`src/hw/rtl/spq_pkg.sv`:
```
// ----------------------------------------------------------------------------
// spq_pkg
// Shared types and constants of the strict-priority packet queue.
// ----------------------------------------------------------------------------
package spq_pkg;

  localparam int MAX_SEND = 64;

  typedef enum logic [3:0] {
    ST_IDLE,
    ST_RX_WRITE,
    ST_THIN_READ,
    ST_THIN_MOVE,
    ST_THIN_DONE,
    ST_TX_SCAN,
    ST_TX_READ,
    ST_TX_EMIT,
    ST_TX_EMPTY
  } spq_state_t;

  // controller to datapath
  typedef struct packed {
    logic load_req;      // capture the input request
    logic rx_write;      // write the new handle into its ring
    logic thin_start;    // clear the walk counters
    logic thin_read;     // read ring entry at the walk index
    logic thin_move;     // copy a kept entry down
    logic thin_done;     // commit the new length
    logic tx_read;       // read oldest entry of the selected level
    logic tx_pop;        // remove it, count it
    logic out_load;      // load output register with a handle
    logic out_empty;     // load output register with an empty result
  } spq_cmd_t;

  // datapath to controller
  typedef struct packed {
    logic is_send;
    logic over_limit;    // level length after append exceeds the limit
    logic walk_end;      // thinning walk finished
    logic any_pending;   // some level is non-empty
    logic send_budget;   // more handles may be sent
    logic sent_any;      // this request has sent a handle
    logic out_busy;      // output register full and not taken
  } spq_stat_t;

endpackage

```
`src/hw/rtl/spq_if.sv`:
```
// ----------------------------------------------------------------------------
// spq_in_if / spq_out_if
// Valid/ready channels of the request and result sides.
// ----------------------------------------------------------------------------
interface spq_in_if;
  logic        valid;
  logic        ready;
  logic        req_type;
  logic [2:0]  priority_req;
  logic [15:0] packet_handle;
  logic [6:0]  send_limit;
  modport source (output valid, req_type, priority_req, packet_handle, send_limit,
                  input ready);
  modport sink (input valid, req_type, priority_req, packet_handle, send_limit,
                output ready);
endinterface

interface spq_out_if;
  logic        valid;
  logic        ready;
  logic        sent;
  logic [15:0] out_handle;
  logic [2:0]  out_priority;
  logic        last;
  modport source (output valid, sent, out_handle, out_priority, last, input ready);
  modport sink (input valid, sent, out_handle, out_priority, last, output ready);
endinterface

```
`src/hw/rtl/strict_priority_packet_queue_top.sv`:
```
// ----------------------------------------------------------------------------
// strict_priority_packet_queue_top
// Per-level handle FIFOs served in strict priority order.
// ----------------------------------------------------------------------------
// A receive request is accepted and then written; when the level overflows,
// thinning reads each handle, moves the kept ones (a walk over one ring memory
// port) and then commits the new length. A send request is accepted, decoded
// and scanned; each handle sent takes a scan, a memory read and an emit, and
// one that sends nothing gives an empty result. A stall holds scan and emit.
module strict_priority_packet_queue_top
  import spq_pkg::*;
#(
  parameter int NUM_LEVELS  = 8,
  parameter int QUEUE_LIMIT = 16,
  parameter int HANDLE_BITS = 16
) (
  input logic       clk,
  input logic       rst,
  spq_in_if.sink    in_ch,
  spq_out_if.source out_ch
);

  spq_cmd_t  cmd;
  spq_stat_t stat;

  spq_ctrl u_ctrl (
    .clk      (clk),
    .rst      (rst),
    .in_valid (in_ch.valid),
    .in_ready (in_ch.ready),
    .stat     (stat),
    .cmd      (cmd)
  );

  spq_datapath #(
    .NUM_LEVELS  (NUM_LEVELS),
    .QUEUE_LIMIT (QUEUE_LIMIT),
    .HANDLE_BITS (HANDLE_BITS)
  ) u_dp (
    .clk    (clk),
    .rst    (rst),
    .in_ch  (in_ch),
    .out_ch (out_ch),
    .cmd    (cmd),
    .stat   (stat)
  );

endmodule

```
`src/hw/rtl/spq_ctrl.sv`:
```
// ----------------------------------------------------------------------------
// spq_ctrl
// Sequencer for receive, thinning and send requests.
// ----------------------------------------------------------------------------
module spq_ctrl
  import spq_pkg::*;
(
  input  logic      clk,
  input  logic      rst,
  input  logic      in_valid,
  output logic      in_ready,
  input  spq_stat_t stat,
  output spq_cmd_t  cmd
);

  spq_state_t state, state_next;

  always_ff @(posedge clk) begin
    if (rst) state <= ST_IDLE;
    else     state <= state_next;
  end

  always_comb begin
    state_next = state;
    unique case (state)
      ST_IDLE:      if (in_valid) state_next = ST_RX_WRITE;
      ST_RX_WRITE: begin
        if (stat.is_send)         state_next = ST_TX_SCAN;
        else if (stat.over_limit) state_next = ST_THIN_READ;
        else                      state_next = ST_IDLE;
      end
      ST_THIN_READ: state_next = stat.walk_end ? ST_THIN_DONE : ST_THIN_MOVE;
      ST_THIN_MOVE: state_next = ST_THIN_READ;
      ST_THIN_DONE: state_next = ST_IDLE;
      ST_TX_SCAN: begin
        if (!stat.out_busy) begin
          if (stat.send_budget && stat.any_pending) state_next = ST_TX_READ;
          else if (stat.sent_any)                   state_next = ST_IDLE;
          else                                      state_next = ST_TX_EMPTY;
        end
      end
      ST_TX_READ:   state_next = ST_TX_EMIT;
      ST_TX_EMIT:   if (!stat.out_busy) state_next = ST_TX_SCAN;
      ST_TX_EMPTY:  state_next = ST_IDLE;
      default:      state_next = ST_IDLE;
    endcase
  end

  always_comb begin
    cmd = '0;
    in_ready = 1'b0;
    unique case (state)
      ST_IDLE: begin
        in_ready     = 1'b1;
        cmd.load_req = in_valid;
      end
      ST_RX_WRITE: begin
        cmd.rx_write   = !stat.is_send;
        cmd.thin_start = 1'b1;
      end
      ST_THIN_READ: cmd.thin_read = !stat.walk_end;
      ST_THIN_MOVE: cmd.thin_move = 1'b1;
      ST_THIN_DONE: cmd.thin_done = 1'b1;
      ST_TX_SCAN:   cmd.tx_read = !stat.out_busy && stat.send_budget && stat.any_pending;
      ST_TX_READ:   ;
      ST_TX_EMIT: begin
        cmd.out_load = !stat.out_busy;
        cmd.tx_pop   = !stat.out_busy;
      end
      ST_TX_EMPTY:  cmd.out_empty = 1'b1;
      default:      ;
    endcase
  end

  assert property (@(posedge clk) disable iff (rst)
    (state == ST_TX_EMIT && !stat.out_busy) |=> state == ST_TX_SCAN)
    else $error("emit did not return to scan");
  assert property (@(posedge clk) disable iff (rst)
    (state == ST_THIN_MOVE) |=> state == ST_THIN_READ)
    else $error("thin walk broke");
  assert property (@(posedge clk) disable iff (rst)
    in_ready |-> state == ST_IDLE)
    else $error("ready outside idle");

endmodule

```
`src/hw/rtl/spq_datapath.sv`:
```
// ----------------------------------------------------------------------------
// spq_datapath
// Handle rings, per-level length and head pointers, output register.
// ----------------------------------------------------------------------------
module spq_datapath
  import spq_pkg::*;
#(
  parameter int NUM_LEVELS  = 8,
  parameter int QUEUE_LIMIT = 16,
  parameter int HANDLE_BITS = 16
) (
  input  logic      clk,
  input  logic      rst,
  spq_in_if.sink    in_ch,
  spq_out_if.source out_ch,
  input  spq_cmd_t  cmd,
  output spq_stat_t stat
);

  localparam int RING   = QUEUE_LIMIT + 1;
  localparam int LW     = (NUM_LEVELS > 1) ? $clog2(NUM_LEVELS) : 1;
  localparam int PW     = $clog2(RING);
  localparam int NW     = $clog2(RING + 1);
  localparam int DEPTH  = NUM_LEVELS * RING;
  localparam int AW     = $clog2(DEPTH);

  logic [HANDLE_BITS-1:0] mem [DEPTH];
  logic [HANDLE_BITS-1:0] rd_data;

  logic [NW-1:0] len  [NUM_LEVELS];
  logic [PW-1:0] head [NUM_LEVELS];

  logic                   req_send;
  logic [LW-1:0]          req_lvl;
  logic [HANDLE_BITS-1:0] req_handle;
  logic [6:0]             budget;
  logic [NW-1:0]          walk_i;
  logic [NW-1:0]          keep_cnt;
  logic [NW-1:0]          walk_n;
  logic [LW-1:0]          top_lvl;
  logic                   top_any;
  logic [LW-1:0]          tx_lvl;

  logic                   ov;
  logic                   ov_sent, ov_last;
  logic [15:0]            ov_handle;
  logic [2:0]             ov_prio;

  // ring slot = (base + off) mod RING, off < RING so one subtract
  function automatic logic [PW-1:0] slot(input logic [PW-1:0] base,
                                         input logic [NW-1:0] off);
    logic [PW:0] s;
    s = {1'b0, base} + (PW+1)'(off);
    if (s >= (PW+1)'(RING)) s = s - (PW+1)'(RING);
    return s[PW-1:0];
  endfunction

  function automatic logic [AW-1:0] addr(input logic [LW-1:0] l, input logic [PW-1:0] p);
    return AW'(l) * AW'(RING) + AW'(p);
  endfunction

  // highest non-empty level
  always_comb begin
    top_lvl = '0;
    top_any = 1'b0;
    for (int k = 0; k < NUM_LEVELS; k++) begin
      if (len[k] != '0) begin
        top_lvl = LW'(k);
        top_any = 1'b1;
      end
    end
  end

  logic [NW-1:0] app_n;
  assign app_n = (len[req_lvl] >= NW'(RING)) ? NW'(RING - 1) : len[req_lvl];

  always_ff @(posedge clk) begin
    if (cmd.load_req) begin
      req_send   <= in_ch.req_type;
      if (32'(in_ch.priority_req) >= NUM_LEVELS) req_lvl <= LW'(NUM_LEVELS - 1);
      else                                       req_lvl <= LW'(in_ch.priority_req);
      req_handle <= HANDLE_BITS'(in_ch.packet_handle);
      budget     <= (in_ch.send_limit > 7'(MAX_SEND)) ? 7'(MAX_SEND) : in_ch.send_limit;
    end
    if (cmd.rx_write) begin
      mem[addr(req_lvl, slot(head[req_lvl], app_n))] <= req_handle;
      walk_n <= app_n + NW'(1);
    end
    if (cmd.thin_start) begin
      walk_i   <= '0;
      keep_cnt <= '0;
    end
    if (cmd.thin_read) rd_data <= mem[addr(req_lvl, slot(head[req_lvl], walk_i))];
    if (cmd.thin_move) begin
      // keep entries at even distance from the newest
      if (((walk_n - NW'(1) - walk_i) & NW'(1)) == '0) begin
        mem[addr(req_lvl, slot(head[req_lvl], keep_cnt))] <= rd_data;
        keep_cnt <= keep_cnt + NW'(1);
      end
      walk_i <= walk_i + NW'(1);
    end
    if (cmd.tx_read) begin
      rd_data <= mem[addr(top_lvl, head[top_lvl])];
      tx_lvl  <= top_lvl;
    end
    if (cmd.tx_pop) budget <= budget - 7'd1;
  end

  always_ff @(posedge clk) begin
    if (rst) begin
      for (int k = 0; k < NUM_LEVELS; k++) begin
        len[k]  <= '0;
        head[k] <= '0;
      end
    end else begin
      if (cmd.rx_write) len[req_lvl] <= app_n + NW'(1);
      if (cmd.thin_done) len[req_lvl] <= keep_cnt;
      if (cmd.tx_pop) begin
        len[tx_lvl]  <= len[tx_lvl] - NW'(1);
        head[tx_lvl] <= slot(head[tx_lvl], NW'(1));
      end
    end
  end

  // last handle: budget runs out or every queue will be empty
  logic pop_last;
  always_comb begin
    pop_last = (budget == 7'd1);
    if (len[tx_lvl] == NW'(1)) begin
      pop_last = 1'b1;
      for (int k = 0; k < NUM_LEVELS; k++)
        if (LW'(k) != tx_lvl && len[k] != '0) pop_last = pop_last & 1'b0;
      if (budget == 7'd1) pop_last = 1'b1;
    end
  end

  always_ff @(posedge clk) begin
    if (rst) ov <= 1'b0;
    else if (cmd.out_load || cmd.out_empty) ov <= 1'b1;
    else if (out_ch.ready) ov <= 1'b0;
  end

  always_ff @(posedge clk) begin
    if (cmd.out_load) begin
      ov_sent   <= 1'b1;
      ov_handle <= 16'(rd_data);
      ov_prio   <= 3'(tx_lvl);
      ov_last   <= pop_last;
    end else if (cmd.out_empty) begin
      ov_sent   <= 1'b0;
      ov_handle <= '0;
      ov_prio   <= '0;
      ov_last   <= 1'b1;
    end
  end

  assign out_ch.valid        = ov;
  assign out_ch.sent         = ov_sent;
  assign out_ch.out_handle   = ov_handle;
  assign out_ch.out_priority = ov_prio;
  assign out_ch.last         = ov_last;

  // empty result only when nothing was sent in this request
  logic sent_any;
  always_ff @(posedge clk) begin
    if (cmd.load_req) sent_any <= 1'b0;
    else if (cmd.tx_pop) sent_any <= 1'b1;
  end

  assign stat.is_send     = req_send;
  assign stat.over_limit  = (app_n + NW'(1)) > NW'(QUEUE_LIMIT);
  assign stat.walk_end    = walk_i == walk_n;
  // after the last handle the scan stops instead of giving an empty result
  assign stat.any_pending = top_any;
  assign stat.send_budget = budget != 7'd0;
  assign stat.sent_any    = sent_any;
  assign stat.out_busy    = ov && !out_ch.ready;

endmodule

```
`src/flat_wrapper.sv`:
```
// flat-port wrapper written by rule: the top's interface ports become plain ports
module strict_priority_packet_queue_top_flat import spq_pkg::*;
#(
  parameter int NUM_LEVELS  = 8,
  parameter int QUEUE_LIMIT = 16,
  parameter int HANDLE_BITS = 16
)
  (clk, rst, in_ch_valid, in_ch_req_type, in_ch_priority_req, in_ch_packet_handle, in_ch_send_limit, in_ch_ready, out_ch_valid, out_ch_sent, out_ch_out_handle, out_ch_out_priority, out_ch_last, out_ch_ready);
  spq_in_if in_ch_i ();
  spq_out_if out_ch_i ();
  input logic clk;
  input logic rst;
  input wire logic [$bits(in_ch_i.valid)-1:0] in_ch_valid;
  input wire logic [$bits(in_ch_i.req_type)-1:0] in_ch_req_type;
  input wire logic [$bits(in_ch_i.priority_req)-1:0] in_ch_priority_req;
  input wire logic [$bits(in_ch_i.packet_handle)-1:0] in_ch_packet_handle;
  input wire logic [$bits(in_ch_i.send_limit)-1:0] in_ch_send_limit;
  output wire logic [$bits(in_ch_i.ready)-1:0] in_ch_ready;
  output wire logic [$bits(out_ch_i.valid)-1:0] out_ch_valid;
  output wire logic [$bits(out_ch_i.sent)-1:0] out_ch_sent;
  output wire logic [$bits(out_ch_i.out_handle)-1:0] out_ch_out_handle;
  output wire logic [$bits(out_ch_i.out_priority)-1:0] out_ch_out_priority;
  output wire logic [$bits(out_ch_i.last)-1:0] out_ch_last;
  input wire logic [$bits(out_ch_i.ready)-1:0] out_ch_ready;
  assign in_ch_i.valid = in_ch_valid;
  assign in_ch_i.req_type = in_ch_req_type;
  assign in_ch_i.priority_req = in_ch_priority_req;
  assign in_ch_i.packet_handle = in_ch_packet_handle;
  assign in_ch_i.send_limit = in_ch_send_limit;
  assign in_ch_ready = in_ch_i.ready;
  assign out_ch_valid = out_ch_i.valid;
  assign out_ch_sent = out_ch_i.sent;
  assign out_ch_out_handle = out_ch_i.out_handle;
  assign out_ch_out_priority = out_ch_i.out_priority;
  assign out_ch_last = out_ch_i.last;
  assign out_ch_i.ready = out_ch_ready;
  strict_priority_packet_queue_top #(.NUM_LEVELS(NUM_LEVELS), .QUEUE_LIMIT(QUEUE_LIMIT), .HANDLE_BITS(HANDLE_BITS)) u_core (.clk(clk), .rst(rst), .in_ch(in_ch_i), .out_ch(out_ch_i));
endmodule
```
`config.mk`:
```
export PLATFORM = sky130hd
export DESIGN_NAME = strict_priority_packet_queue_top_flat
export DESIGN_NICKNAME = d
export VERILOG_FILES = /design/src/hw/rtl/spq_pkg.sv /design/src/hw/rtl/spq_if.sv /design/src/hw/rtl/strict_priority_packet_queue_top.sv /design/src/hw/rtl/spq_ctrl.sv /design/src/hw/rtl/spq_datapath.sv /design/src/flat_wrapper.sv
export SDC_FILE = /design/constraint.sdc
export NUM_CORES = 2
export LEC_CHECK = 0
export BUFFER_PORTS_ARGS = -buffer_cell sky130_fd_sc_hd__clkbuf_2
export CAP_MARGIN = 20
export CORE_UTILIZATION = 45
export DETAILED_ROUTE_END_ITERATION = 6
export GPL_TIMING_DRIVEN = 0
export PLACE_DENSITY = 0.68
export SLEW_MARGIN = 20
export SYNTH_ARGS = -nofsm -noshare
export SYNTH_HDL_FRONTEND = slang
export SYNTH_SLANG_ARGS = --single-unit
```
`constraint.sdc`:
```
create_clock -name clk -period 14.1 [get_ports clk]
set_input_delay 0.705 -clock clk [delete_from_list [all_inputs] [get_ports clk]]
set_output_delay 0.705 -clock clk [all_outputs]
set_load 0.05 [all_outputs]
```
==> run_results.csv <==
group,metric,value,unit
routing,dr_total_vias,75800,
timing,min_period_over_period,83.7,%
logic_synthesis,seq_area_frac_synth,62.5,%
timing,rsz0062_at_grt,"no",
global_route,antenna_found_initial,42,
cts,cts_sinks,2350,
setup_path,worstSetupPathType,"flip-flop to flip-flop",
finish,final_cell_mix,"edfxtp_1, mux4_2, nand2_1",
place,hpwl,331000,um
logic_synthesis,synth.avg_cell_area,19.0,sq um
floorplan,num_io_pins,54,
routing,final_antenna_net_count,0,
timing,finalCriticalPeriod,11.80,ns
power_and_ir_drop,p_sw,15400,uW
power_and_ir_drop,power_frac_clock,19.4,%
global_route,grt_overflow,0,
logic_synthesis,synth_cell_types,82,
finish,nNetsFinal,6727,
logic_synthesis,synth_adder_area_share,0.607,%
timing,slew-limit-headroom,3.26,%
logic_synthesis,netlist_area,113000,sq um
timing,worstMarginPinSlew,1.45,ns
routing,drtPass1Iterations,7,
power_and_ir_drop,combPwrFrac,56.6,%
cts,clock_latency,0.98,ns
outcome,violations,"DRC",
cts,cts.htree.levels,4,
floorplan,coreArea,249000,sq um
outcome,status,"finished with violations",
setup_path,cp-end-kind,"flip-flop",
logic_synthesis,ys_ff_latch,2350,
logic_synthesis,ys.flop_type,"edfxtp_1",
cts,numCtsBuffers,236,
floorplan,die_y,502,um
global_route,grt_pass1_vias,70900,
hold_path,hp-class,"input pin to flip-flop",
floorplan,rows,183,
routing,drc,64,
global_route,grt_pass1_wl,601000,um
global_route,grt_start_max_net_pins,85,
floorplan,fp.dieW,502,um
timing,finalSetupViolCount,0,
finish,final_core_util,52.9,%
timing,fmax,84.7,MHz
logic_synthesis,synth_compound_area_share,2.61,%
timing,tns,0,ns
routing,wl,451000,um
setup_path,r2r_cells,25,
routing,drt_iter0_markers,15400,
setup_path,start_kind,"flip-flop",
logic_synthesis,synth-xor-area-share,0.449,%
cts,cts_tree,"done",
cts,cts_buffer_depth,3,
place,dp.cells,9708,
logic_synthesis,synthCells,5924,
timing,finalHoldViolations,0,
setup_path,worst_ep_arrival_time,12.43,ns
cts,clk_pin_slew,0.06,ns
logic_synthesis,synth-simple-area-share,4.31,%
cts,root_buffer,"clkbuf_16",
finish,drive_gt1_share,37.5,%
routing,routedWlPerCell,44.2,um
hold_path,whs_path_depth,3,
finish,stdcell_count,10200,
logic_synthesis,synth_top_family_by_area,"multiplexers",
power_and_ir_drop,seq_power_share,24.0,%
finish,syn_to_final_growth,16.8,%
floorplan,die_area,252000,sq um
power_and_ir_drop,switching_share,46.3,%
logic_synthesis,synth_warnings,0,
logic_synthesis,synth_edf_count,2332,
routing,routed_via_density,7.42,
place,port_buffers,52,
floorplan,initial_core_util,45.3,%
power_and_ir_drop,totalPowerFinal,33200,uW
finish,final_common_cell,"edfxtp_1",
power_and_ir_drop,p_int,17800,uW
timing,slew_viol_final,0,
power_and_ir_drop,leakage,0.0424,uW
flow_run,cap_viol_max_count,0,
timing,finClkSkew,0.0495,ns
cts,post_cts_buffers,0,
power_and_ir_drop,peakVddDrop,303,uV
global_route,grt_use_total,35.5,%
setup_path,critPathMaxFanout,10,
logic_synthesis,synth_nets,6006,
logic_synthesis,synthArstFlopShare,0,%
power_and_ir_drop,power_density,252,nW/um^2
logic_synthesis,muxShareOfSynthArea,27.8,%
setup_path,crit_required,14.73,ns
place,gp_congestion,1.09,
-- stage by stage --
step / cell area, sq um / hold WS [ns] / worst slack (ns)
after floorplan: 113000 / 0.441 / 5.12
after global placement: 117000 / 0.462 / -1.74
after detailed placement: 123000 / 0.482 / 3.04
after CTS: 131000 / 0.0740 / 2.97
after global routing: 131000 / 0.107 / 2.33
final: 131000 / 0.0956 / 2.30
-- sequential cells by signal, summed over array words and instances (netlist names), 5 cells and up, named ones only --
signal	count
u_core.u_dp.mem	2176
u_core.u_dp.head	40
u_core.u_dp.len	40
u_core.u_dp.out_ch.out_handle	16
u_core.u_dp.rd_data	16
u_core.u_dp.req_handle	16
u_core.u_dp.budget	7
u_core.u_dp.keep_cnt	5
u_core.u_dp.walk_i	5
u_core.u_dp.walk_n	5
-- power groups by stage --
| stage | Combinational [uW] | Clock, uW | Sequential (uW) |
|---|---|---|---|
| 4_1_cts | 17500 | 6390 | 7970 |
| 3_5_place_dp | 17500 | 0 | 8110 |
| 5_1_grt | 18400 | 6640 | 7970 |
| 2_1_floorplan | 9380 | 0 | 8120 |
| 6_report | 18800 | 6420 | 7970 |
| 3_3_place_gp | 16600 | 0 | 8180 |
-- cell usage after synthesis (all sizes together), types with 25 or more instances --
| cell type | n | share of area (%) |
|---|---|---|
| a211oi | 70 | 0.48 |
| a21oi | 40 | 0.18 |
| and2 | 25 | 0.14 |
| buf | 139 | 0.54 |
| clkbuf | 315 | 1.1 |
| edfxtp | 2332 | 62 |
| ha | 45 | 0.50 |
| inv | 31 | 0.10 |
| mux2 | 37 | 0.37 |
| mux2i | 208 | 1.9 |
| mux4 | 1278 | 26 |
| nand2 | 378 | 1.3 |
| nand2b | 30 | 0.17 |
| nand3 | 145 | 0.64 |
| nor2 | 245 | 0.82 |
| nor3 | 105 | 0.47 |
| o21ai | 55 | 0.24 |
| o22ai | 48 | 0.27 |
| xnor2 | 30 | 0.23 |
-- critical path: stages (launching register included) --
cell and delay, ns:
dfxtp_1 0.46, buf_1 0.57, buf_1 0.82, mux4_2 0.65
mux2_2 0.35, ha_1 0.23, fa_1 0.54, inv_1 0.08
ha_1 0.21, or3b_2 0.46, a211o_1 0.23, nand4b_1 0.21
nand2_1 0.17, xnor2_1 0.18, ha_1 0.20, inv_1 0.06
fa_1 0.50, clkbuf_1 0.60, clkbuf_1 0.87, clkbuf_2 0.77
clkbuf_1 0.73, mux4_2 0.37, o22ai_1 0.11, o311ai_0 0.92
o221ai_1 0.46, a211oi_1 0.71
-- final cells by class --
class,count,area (sq um)
antenna,32,80.1
buffer,454,2030
clock buffer,278,6150
clock inverter,166,1600
fill,19300,117000
inverter,32,120
multi-input combinational,3088,41700
sequential,2350,70400
tap,3330,4170
timing repair buffer,483,5220
-- metal layers --
layer | GRT usage, % | part of all wire, % | up-vias
li1 | - | - | 26800
met1 | 42.5 | 32 | 39100
met2 | 50.6 | 42 | 8005
met3 | 17.5 | 17 | 1787
met4 | 22.9 | 8.1 | 42
met5 | 3.16 | 0.33 | -
-- final timing paths --
kind	slack [ns]	startpoint	endpoint
max reg2reg	2.30	flip-flop	u_core.u_dp.rd_data[12]$_DFFE_PP_
min reg2reg	0.49	u_core.u_dp.sent_any$_SDFFE_PP0P_	u_core.u_dp.sent_any$_SDFFE_PP0P_
min	0.1	in_ch_send_limit[2]	u_core.u_dp.budget[2]$_DFFE_PP_
max	2.30	flip-flop	u_core.u_dp.rd_data[12]$_DFFE_PP_
-- cells by family (layout without fill, tap and decap cells) --
family,count (synthesis),after routing
DFF,2350,2350
buffers and inverters,486,1413
AOI/OAI and AO/OA,402,402
xor gates and xnor gates,53,53
adders and majority gates,51,51
other,0,32
muxes,1523,1523
and+or+nand+nor,1059,1059
-- repair_timing --
item,4_1_cts,5_1_grt
gates resized for setup,0,0
hold buffers,20,0
hold endpoints to repair,20,0
Power figures use the tool's default switching activity.
